[config.mk]
export PLATFORM = sky130hd
export DESIGN_NAME = extended_gcd_diophantine_solver
export DESIGN_NICKNAME = d
export VERILOG_FILES = /design/src/hdl/egcd_pkg.sv /design/src/hdl/egcd_ctrl.sv /design/src/hdl/egcd_dp.sv /design/src/hdl/extended_gcd_diophantine_solver.sv
export SDC_FILE = /design/constraint.sdc
export NUM_CORES = 2
export LEC_CHECK = 0
export BUFFER_PORTS_ARGS = -buffer_cell sky130_fd_sc_hd__clkbuf_2
export CORE_UTILIZATION = 60
export CTS_CLUSTER_DIAMETER = 30
export DETAILED_ROUTE_END_ITERATION = 8
export PLACE_DENSITY_LB_ADDON = 0.3
export SLEW_MARGIN = 20
export SYNTH_ARGS = -nofsm -noshare
export SYNTH_HDL_FRONTEND = slang
export SYNTH_SLANG_ARGS = --single-unit
[constraint.sdc]
create_clock -name clk -period 27.4 [get_ports clk]
set_clock_uncertainty 0.15 [all_clocks]
set_input_delay 5.48 -clock clk [delete_from_list [all_inputs] [get_ports clk]]
set_output_delay 5.48 -clock clk [all_outputs]
set_load 0.005 [all_outputs]
[src/hdl/egcd_pkg.sv]
// shared types and constants for the extended gcd solver
// no dependencies; imported by egcd_ctrl, egcd_dp, the top level and the testbench
`default_nettype none
package egcd_pkg;

    localparam int DataWidthDefault = 32;
    localparam int FieldWidth       = 32;
    localparam int WideWidth        = 64;
    localparam int PartWidth        = 63;
    localparam int StatusWidth      = 2;
    localparam int InDataWidth      = 3 * FieldWidth;
    localparam int OutDataWidth     = 224;

    typedef enum logic [StatusWidth-1:0] {
        STATUS_SOLVABLE = 2'd0,
        STATUS_NO_DIV   = 2'd1,
        STATUS_GCD_ZERO = 2'd2
    } status_t;

    typedef enum logic [3:0] {
        ST_IDLE,
        ST_CHECK,
        ST_ESTART,
        ST_EDIV,
        ST_UPDATE,
        ST_FSTART,
        ST_FDIV,
        ST_FINAL,
        ST_ZERO,
        ST_DONE
    } state_t;

    typedef struct packed {
        logic load;
        logic div_start;
        logic div_mode;
        logic div_step;
        logic update;
        logic final_latch;
        logic zero_latch;
    } cmd_t;

    typedef struct packed {
        logic rc_zero;
        logic g_zero;
        logic div_last;
    } stat_t;

endpackage
`default_nettype wire

[src/hdl/egcd_ctrl.sv]
// sequencer for the euclid loop and the final divisibility check
// depends on egcd_pkg
`default_nettype none
module egcd_ctrl (
    input  wire logic          clk,
    input  wire logic          rst_n,
    input  wire logic          in_valid,
    output logic               in_ready,
    input  wire logic          out_free,
    output logic               emit,
    input  wire egcd_pkg::stat_t st,
    output egcd_pkg::cmd_t     cmd
);
    import egcd_pkg::*;

    state_t state_reg;
    state_t state_next;

    always_ff @(posedge clk or negedge rst_n)
    begin
        if (!rst_n)
        begin
            state_reg <= ST_IDLE;
        end
        else
        begin
            state_reg <= state_next;
        end
    end

    always_comb
    begin
        state_next = state_reg;
        case (state_reg)
            ST_IDLE:   if (in_valid) state_next = ST_CHECK;
            ST_CHECK:
            begin
                if (!st.rc_zero)     state_next = ST_ESTART;
                else if (st.g_zero)  state_next = ST_ZERO;
                else                 state_next = ST_FSTART;
            end
            ST_ESTART: state_next = ST_EDIV;
            ST_EDIV:   if (st.div_last) state_next = ST_UPDATE;
            ST_UPDATE: state_next = ST_CHECK;
            ST_FSTART: state_next = ST_FDIV;
            ST_FDIV:   if (st.div_last) state_next = ST_FINAL;
            ST_FINAL:  state_next = ST_DONE;
            ST_ZERO:   state_next = ST_DONE;
            ST_DONE:   if (out_free) state_next = ST_IDLE;
            default:   state_next = ST_IDLE;
        endcase
    end

    always_comb
    begin
        cmd      = '0;
        in_ready = 1'b0;
        emit     = 1'b0;
        case (state_reg)
            ST_IDLE:
            begin
                in_ready = 1'b1;
                cmd.load = in_valid;
            end
            ST_ESTART: cmd.div_start = 1'b1;
            ST_EDIV:   cmd.div_step = 1'b1;
            ST_UPDATE: cmd.update = 1'b1;
            ST_FSTART:
            begin
                cmd.div_start = 1'b1;
                cmd.div_mode  = 1'b1;
            end
            ST_FDIV:   cmd.div_step = 1'b1;
            ST_FINAL:  cmd.final_latch = 1'b1;
            ST_ZERO:   cmd.zero_latch = 1'b1;
            ST_DONE:   emit = out_free;
            default:   cmd = '0;
        endcase
    end

    a_load_leaves_idle: assert property (@(posedge clk) disable iff (!rst_n)
        (in_valid && in_ready) |=> (state_reg == ST_CHECK))
        else $error("request accepted but sequencer did not start");

    a_emit_only_done: assert property (@(posedge clk) disable iff (!rst_n)
        emit |-> (state_reg == ST_DONE) && out_free)
        else $error("result emitted outside done state");

    a_div_exit: assert property (@(posedge clk) disable iff (!rst_n)
        (state_reg == ST_EDIV && st.div_last) |=> (state_reg == ST_UPDATE))
        else $error("division end not followed by update");

endmodule
`default_nettype wire

[src/hdl/egcd_dp.sv]
// datapath: remainders, bezout coefficients, bit-serial divider with
// shift-add product accumulators; depends on egcd_pkg
`default_nettype none
module egcd_dp #(
    parameter int DATA_WIDTH = egcd_pkg::DataWidthDefault
) (
    input  wire logic                               clk,
    input  wire logic [egcd_pkg::FieldWidth-1:0]    value_a,
    input  wire logic [egcd_pkg::FieldWidth-1:0]    value_b,
    input  wire logic [egcd_pkg::FieldWidth-1:0]    target_c,
    input  wire egcd_pkg::cmd_t                     cmd,
    output egcd_pkg::stat_t                         st,
    output logic [egcd_pkg::FieldWidth-1:0]         gcd_value,
    output logic [egcd_pkg::FieldWidth-1:0]         bezout_x,
    output logic [egcd_pkg::FieldWidth-1:0]         bezout_y,
    output logic [egcd_pkg::StatusWidth-1:0]        status,
    output logic [egcd_pkg::PartWidth-1:0]          particular_x,
    output logic [egcd_pkg::PartWidth-1:0]          particular_y
);
    import egcd_pkg::*;

    localparam int RW = DATA_WIDTH + 1;
    localparam int CW = $clog2(DATA_WIDTH);

    logic signed [RW-1:0]        rp_reg, rc_reg, c_reg;
    logic signed [WideWidth-1:0] xp_reg, yp_reg, xc_reg, yc_reg;
    logic [DATA_WIDTH-1:0]       num_reg, den_reg, rem_reg;
    logic [CW-1:0]               cnt_reg;
    logic [WideWidth-1:0]        accx_reg, accy_reg;
    logic                        qneg_reg, rneg_reg, mode_reg;
    logic [StatusWidth-1:0]      status_reg;
    logic [WideWidth-1:0]        px_reg, py_reg;

    function automatic logic [DATA_WIDTH-1:0] mag(input logic signed [RW-1:0] v);
        logic [RW-1:0] t;
        t = v[RW-1] ? -v : v;
        return t[DATA_WIDTH-1:0];
    endfunction

    // one restoring division step, quotient bit feeds both products
    logic [DATA_WIDTH:0]    rem_sh, rem_sub;
    logic                   qbit;
    logic [WideWidth-1:0]   mx, my, accx_step, accy_step;
    logic [RW-1:0]          rem_ext, r_signed;
    logic signed [WideWidth-1:0] xn, yn;
    logic [WideWidth-1:0]   g64;

    always_comb
    begin
        rem_sh    = {rem_reg, num_reg[DATA_WIDTH-1]};
        qbit      = rem_sh >= {1'b0, den_reg};
        rem_sub   = rem_sh - {1'b0, den_reg};
        mx        = mode_reg ? xp_reg : xc_reg;
        my        = mode_reg ? yp_reg : yc_reg;
        accx_step = (accx_reg << 1) + (qbit ? mx : '0);
        accy_step = (accy_reg << 1) + (qbit ? my : '0);
        rem_ext   = {1'b0, rem_reg};
        r_signed  = rneg_reg ? -rem_ext : rem_ext;
        xn        = qneg_reg ? (xp_reg + accx_reg) : (xp_reg - accx_reg);
        yn        = qneg_reg ? (yp_reg + accy_reg) : (yp_reg - accy_reg);
        g64       = {{(WideWidth-RW){rp_reg[RW-1]}}, rp_reg};
    end

    always_ff @(posedge clk)
    begin
        if (cmd.load)
        begin
            rp_reg <= {value_a[DATA_WIDTH-1], value_a[DATA_WIDTH-1:0]};
            rc_reg <= {value_b[DATA_WIDTH-1], value_b[DATA_WIDTH-1:0]};
            c_reg  <= {target_c[DATA_WIDTH-1], target_c[DATA_WIDTH-1:0]};
            xp_reg <= 64'sd1;
            yp_reg <= 64'sd0;
            xc_reg <= 64'sd0;
            yc_reg <= 64'sd1;
        end
        if (cmd.div_start)
        begin
            mode_reg <= cmd.div_mode;
            num_reg  <= cmd.div_mode ? mag(c_reg) : mag(rp_reg);
            den_reg  <= cmd.div_mode ? mag(rp_reg) : mag(rc_reg);
            qneg_reg <= cmd.div_mode ? (c_reg[RW-1] ^ rp_reg[RW-1])
                                     : (rp_reg[RW-1] ^ rc_reg[RW-1]);
            rneg_reg <= cmd.div_mode ? c_reg[RW-1] : rp_reg[RW-1];
            rem_reg  <= '0;
            cnt_reg  <= '0;
            accx_reg <= '0;
            accy_reg <= '0;
        end
        if (cmd.div_step)
        begin
            rem_reg  <= qbit ? rem_sub[DATA_WIDTH-1:0] : rem_sh[DATA_WIDTH-1:0];
            num_reg  <= num_reg << 1;
            accx_reg <= accx_step;
            accy_reg <= accy_step;
            cnt_reg  <= cnt_reg + 1'b1;
        end
        if (cmd.update)
        begin
            rp_reg <= rc_reg;
            rc_reg <= r_signed;
            xp_reg <= xc_reg;
            yp_reg <= yc_reg;
            xc_reg <= xn;
            yc_reg <= yn;
        end
        if (cmd.final_latch)
        begin
            if (rem_reg != '0)
            begin
                status_reg <= STATUS_NO_DIV;
                px_reg     <= '0;
                py_reg     <= '0;
            end
            else
            begin
                status_reg <= STATUS_SOLVABLE;
                px_reg     <= qneg_reg ? -accx_reg : accx_reg;
                py_reg     <= qneg_reg ? -accy_reg : accy_reg;
            end
        end
        if (cmd.zero_latch)
        begin
            status_reg <= STATUS_GCD_ZERO;
            px_reg     <= '0;
            py_reg     <= '0;
        end
    end

    assign st.rc_zero   = (rc_reg == '0);
    assign st.g_zero    = (rp_reg == '0);
    assign st.div_last  = (cnt_reg == CW'(DATA_WIDTH - 1));

    assign gcd_value    = g64[FieldWidth-1:0];
    assign bezout_x     = xp_reg[FieldWidth-1:0];
    assign bezout_y     = yp_reg[FieldWidth-1:0];
    assign status       = status_reg;
    assign particular_x = px_reg[PartWidth-1:0];
    assign particular_y = py_reg[PartWidth-1:0];

endmodule
`default_nettype wire

[src/hdl/extended_gcd_diophantine_solver.sv]
// top level of the extended gcd solver for a*x + b*y = c
// depends on egcd_pkg, egcd_ctrl and egcd_dp
`default_nettype none
// One request (a, b, c) in, one result out. The block runs Euclid's algorithm
// with truncating division (quotient toward zero, remainder signed like the
// dividend), so the gcd may come out negative. Each Euclid step is one
// bit-serial division that also builds q*x and q*y by shift-add; after the
// last step one more division of c by the gcd forms the particular solution.
// A single shared divider serves every division. Status 0 means solvable,
// 1 means the gcd does not divide c, 2 means a = b = 0. A finished result
// waits in the output register while the next request is taken.
module extended_gcd_diophantine_solver #(
    parameter int DATA_WIDTH = egcd_pkg::DataWidthDefault
) (
    input  wire logic                                clk,
    input  wire logic                                rst_n,
    input  wire logic                                s_tvalid,
    output logic                                     s_tready,
    // value_a, value_b, target_c from bit 0 up
    input  wire logic [egcd_pkg::InDataWidth-1:0]    s_tdata,
    output logic                                     m_tvalid,
    input  wire logic                                m_tready,
    // gcd_value, bezout_x, bezout_y, particular_x, particular_y, zero pad
    output logic [egcd_pkg::OutDataWidth-1:0]        m_tdata,
    // status
    output logic [egcd_pkg::StatusWidth-1:0]         m_tuser
);
    import egcd_pkg::*;

    cmd_t  cmd;
    stat_t st;
    logic  emit;
    logic  out_free;

    logic [FieldWidth-1:0]  gcd_value, bezout_x, bezout_y;
    logic [StatusWidth-1:0] status;
    logic [PartWidth-1:0]   particular_x, particular_y;

    logic                    m_tvalid_reg;
    logic [OutDataWidth-1:0] m_tdata_reg;
    logic [StatusWidth-1:0]  m_tuser_reg;

    // output slot frees when empty or being taken this cycle
    assign out_free = !m_tvalid_reg || m_tready;

    egcd_ctrl u_ctrl (
        .clk      (clk),
        .rst_n    (rst_n),
        .in_valid (s_tvalid),
        .in_ready (s_tready),
        .out_free (out_free),
        .emit     (emit),
        .st       (st),
        .cmd      (cmd)
    );

    egcd_dp #(
        .DATA_WIDTH (DATA_WIDTH)
    ) u_dp (
        .clk          (clk),
        .value_a      (s_tdata[FieldWidth-1:0]),
        .value_b      (s_tdata[2*FieldWidth-1:FieldWidth]),
        .target_c     (s_tdata[3*FieldWidth-1:2*FieldWidth]),
        .cmd          (cmd),
        .st           (st),
        .gcd_value    (gcd_value),
        .bezout_x     (bezout_x),
        .bezout_y     (bezout_y),
        .status       (status),
        .particular_x (particular_x),
        .particular_y (particular_y)
    );

    always_ff @(posedge clk or negedge rst_n)
    begin
        if (!rst_n)
        begin
            m_tvalid_reg <= 1'b0;
        end
        else if (emit)
        begin
            m_tvalid_reg <= 1'b1;
        end
        else if (m_tready)
        begin
            m_tvalid_reg <= 1'b0;
        end
    end

    // result payload, loaded once per request
    always_ff @(posedge clk)
    begin
        if (emit)
        begin
            m_tdata_reg <= {2'b00, particular_y, particular_x,
                            bezout_y, bezout_x, gcd_value};
            m_tuser_reg <= status;
        end
    end

    assign m_tvalid = m_tvalid_reg;
    assign m_tdata  = m_tdata_reg;
    assign m_tuser  = m_tuser_reg;

endmodule
`default_nettype wire

==> key figures <==
Status
  • Status: finished clean

Timing
  • RSZ-0062 raised after global routing: false
  • Fmax: 0.1168 GHz
  • Worst relative slew slack: 0.2335
  • Worst-margin pin slew: 1.150 ns
  • Final Critical Period: 8.559 ns
  • Final clock period utilization by the worst path: 0.3124
  • Sum Neg Setup Slack: 0 ns
  • Pins Over Slew Limit: 0
  • Final hold viol count: 0
  • Final setup violation count: 0

Synthesis
  • Yosys warning count: 0
  • Largest family of logic cells by synthesized area: simple AND/OR/NAND/NOR gates
  • Mapped Area: 57590 um^2
  • Async SR Flop Fraction: 0.005336
  • Post-Synth Adder-Cell Area: 0.06388
  • Simple-gate share of the synthesized area: 0.1722
  • #FFs+latches synth: 937
  • Mapped Cells: 5945
  • Synth cell types: 90
  • Syn Area/Cell: 9.687 um^2
  • Top FF cell, synth: edfxtp_1
  • Post-Synth XOR/XNOR Area: 0.08897
  • Post-synthesis compound-gate area fraction: 0.1534
  • EDFF count, synth: 803
  • Post-synthesis mux area share: 0.02666
  • Register area share after synthesis: 0.4657

Routing
  • DRC: 0
  • Wire length per cell: 21.18 um
  • Drt pass-1 iters: 6
  • Via density: 6.218
  • Routed WL: 161800 um
  • Vias: 47490
  • Detailed Route Iter0 Violations: 4745
  • Routed Antenna Nets: 0

Floorplan
  • Die height: 311.8 um
  • Starting Density: 0.6061
  • # rows: 113
  • Core area: 95010 um^2
  • Ports: 328
  • Die span in x: 311.8 um
  • Overall die area: 97220 um^2

Placed design
  • Hpwl dp: 112200 um
  • GPL Wtd Cong: 0.9767
  • Instance area at placement: 60020 um^2
  • I/O Buffers: 325
  • Placed cells: 7263

CTS
  • Root buffer cell: clkbuf_16
  • Skew-Pair Late Insertion Delay: 0.80 ns
  • CTS tree: built
  • CTS buffer count: 195
  • Setup bufs post-CTS: 0
  • Reg clk slew, reported paths: 0.06 ns
  • Clock sinks: 937
  • CTS H-tree lvls: 4
  • Clk buf depth: 3
  • Cts hold-fix bufs: 0
  • Post_cts resized: 0

Critical path
  • CP Class: in2reg
  • Worst EP arrival: 8.80 ns
  • Critical Path Source: s_tvalid
  • Crit-path cells: clkbuf_2, and2_1, buf_4, or2_4, buf_4, buf_12
  • WP data required: 27.64 ns
  • CP Max Fanout: 185
  • Worst Setup End Kind: flop
  • Crit-path slowest cell: buf_4
  • Crit Reg-Reg Startpoint: u_dp.rem_reg[14]$_SDFFCE_PN0P_
  • Startpoint types: input pin
  • Cell mode on critical path: buf_4
  • Crit-path max cell delay: 0.86 ns

Global routing
  • Via count of the first global-routing pass: 45433
  • Initial antenna violation count: 4
  • First-pass GRT wire length: 250700 um
  • GR Overflow Total: 0
  • Largest net degree at the start of global routing: 186
  • GRT Util Overall: 0.3246

Finish
  • Layout Cells excl Fill: 7637
  • Layout area overhead: 16.75%
  • Final #Nets: 6587
  • Design area: 67230 um^2
  • Final core occ: 0.7076
  • Multi-input logic area: 29190 um^2
  • Layout cell share with drive strength beyond 1: 0.1237
  • Max reg flops: 222
  • Fillers: 7063
  • Sequential cell area: 26820 um^2

Min path
  • Worst hold path type: reg2reg
  • Min-delay src: u_dp.px_reg[46]$_SDFFE_PN0P_

Flow run
  • Max_cap viols: 0
[cells in the mapped netlist, types with 148 or more instances]
master | n | area (um^2)
edfxtp_1 | 803 | 24110
nand2_1 | 675 | 2534
nor2_1 | 628 | 2357
xor2_1 | 388 | 3398
a21oi_1 | 356 | 1782
o21ai_0 | 312 | 1562
clkbuf_1 | 288 | 1081
ha_1 | 286 | 3578
xnor2_1 | 197 | 1725
a21o_1 | 168 | 1261
and3_1 | 166 | 1039
mux2i_1 | 150 | 1501
o21ai_1 | 148 | 740.7
[layer usage]
layer  track usage  up-vias  wire length [um]
met5             0        -                13
met4        0.1347        2              5793
met3       0.05544      371             12990
met2        0.5177     2257             75030
met1        0.4387    22656             67950
li1              -    22204                 -
[logic make-up after synthesis]
| kind of cell | Yosys count |
|---|---|
| simple gates | 2119 |
| compound gates | 1421 |
| flops | 937 |
| xor+xnor | 585 |
| buf+inv | 438 |
| fa+ha+maj | 291 |
| mux | 153 |
| other cells | 1 |
[final timing paths]
| check | cells after the start | end | slack (ns) |
|---|---|---|---|
| min in group asynchronous | 1 | u_ctrl.state_reg[0]$_DFFE_PN0P_ | 4.39 |
| setup / recovery | 6 | u_dp.xc_reg[12]$_SDFFCE_PN0P_ | 18.84 |
| hold / removal | 0 | m_tdata[142]$_DFFE_PP_ | 0.27 |
| setup reg to reg | 21 | u_dp.accy_reg[60]$_SDFFCE_PN0P_ | 19.34 |
| hold reg to reg | 0 | m_tdata[142]$_DFFE_PP_ | 0.27 |
| max in group asynchronous | 1 | m_tvalid$_DFFE_PN0P_ | 22.51 |
[stage by stage]
step | setup WS [ns] | hold WS, ns
3_3_place_gp | 18.21 | 0.2624
3_5_place_dp | 18.09 | 0.2622
5_1_grt | 18.64 | 0.2819
2_1_floorplan | 11.83 | 0.2581
6_report | 18.84 | 0.2732
4_1_cts | 18.87 | 0.2743
[cell type report]
cell class                      instances  share of cell area
Multi-Input combinational cell       4571              0.4341
Sequential cell                       937              0.3989
Clock buffer                          218             0.07567
Clock inverter                        153             0.03112
Timing Repair Buffer                  368             0.02966
Tap cell                             1265             0.02354
Inverter                              123            0.006867
Antenna cell                            2          0.00007444
[cell usage in the layout (no fill, tap or decap), types with 23 or more instances in the layout]
| cell | synthesis | routed |
|---|---|---|
| inv_6 | 0 | 27 |
| buf_4 | 3 | 40 |
| o21bai_1 | 54 | 54 |
| o31ai_1 | 64 | 64 |
| nor2b_1 | 52 | 51 |
| o21a_1 | 47 | 46 |
| o21ai_1 | 148 | 147 |
| edfxtp_1 | 803 | 803 |
| clkinvlp_4 | 0 | 23 |
| inv_1 | 123 | 123 |
| and3_1 | 166 | 165 |
| a31oi_1 | 35 | 35 |
| a21oi_1 | 356 | 356 |
| nand2_1 | 675 | 672 |
| nor2_1 | 628 | 626 |
| xnor2_1 | 197 | 197 |
| o41ai_1 | 23 | 23 |
| nor4_1 | 37 | 37 |
| or3_1 | 64 | 64 |
| nand2b_1 | 95 | 95 |
| nand4_1 | 84 | 84 |
| o21ai_0 | 312 | 311 |
| nor3_1 | 120 | 118 |
| clkbuf_2 | 0 | 325 |
| xor2_1 | 388 | 388 |
| dfxtp_1 | 129 | 129 |
| ha_1 | 286 | 286 |
| mux2i_1 | 150 | 150 |
| or4_1 | 36 | 35 |
| bufinv_16 | 0 | 32 |
| a211oi_1 | 40 | 40 |
| nand3_1 | 72 | 72 |
| clkbuf_16 | 0 | 196 |
| a21o_1 | 168 | 168 |
[worst max-delay path: cells and delay by family]
family                 cells  cell delay [ns]
and+or+nand+nor            2             0.95
buffers and inverters      4             2.09
Power is not shown: default switching activity piles up to over one toggle a cycle in this logic, so the estimate is an artifact.
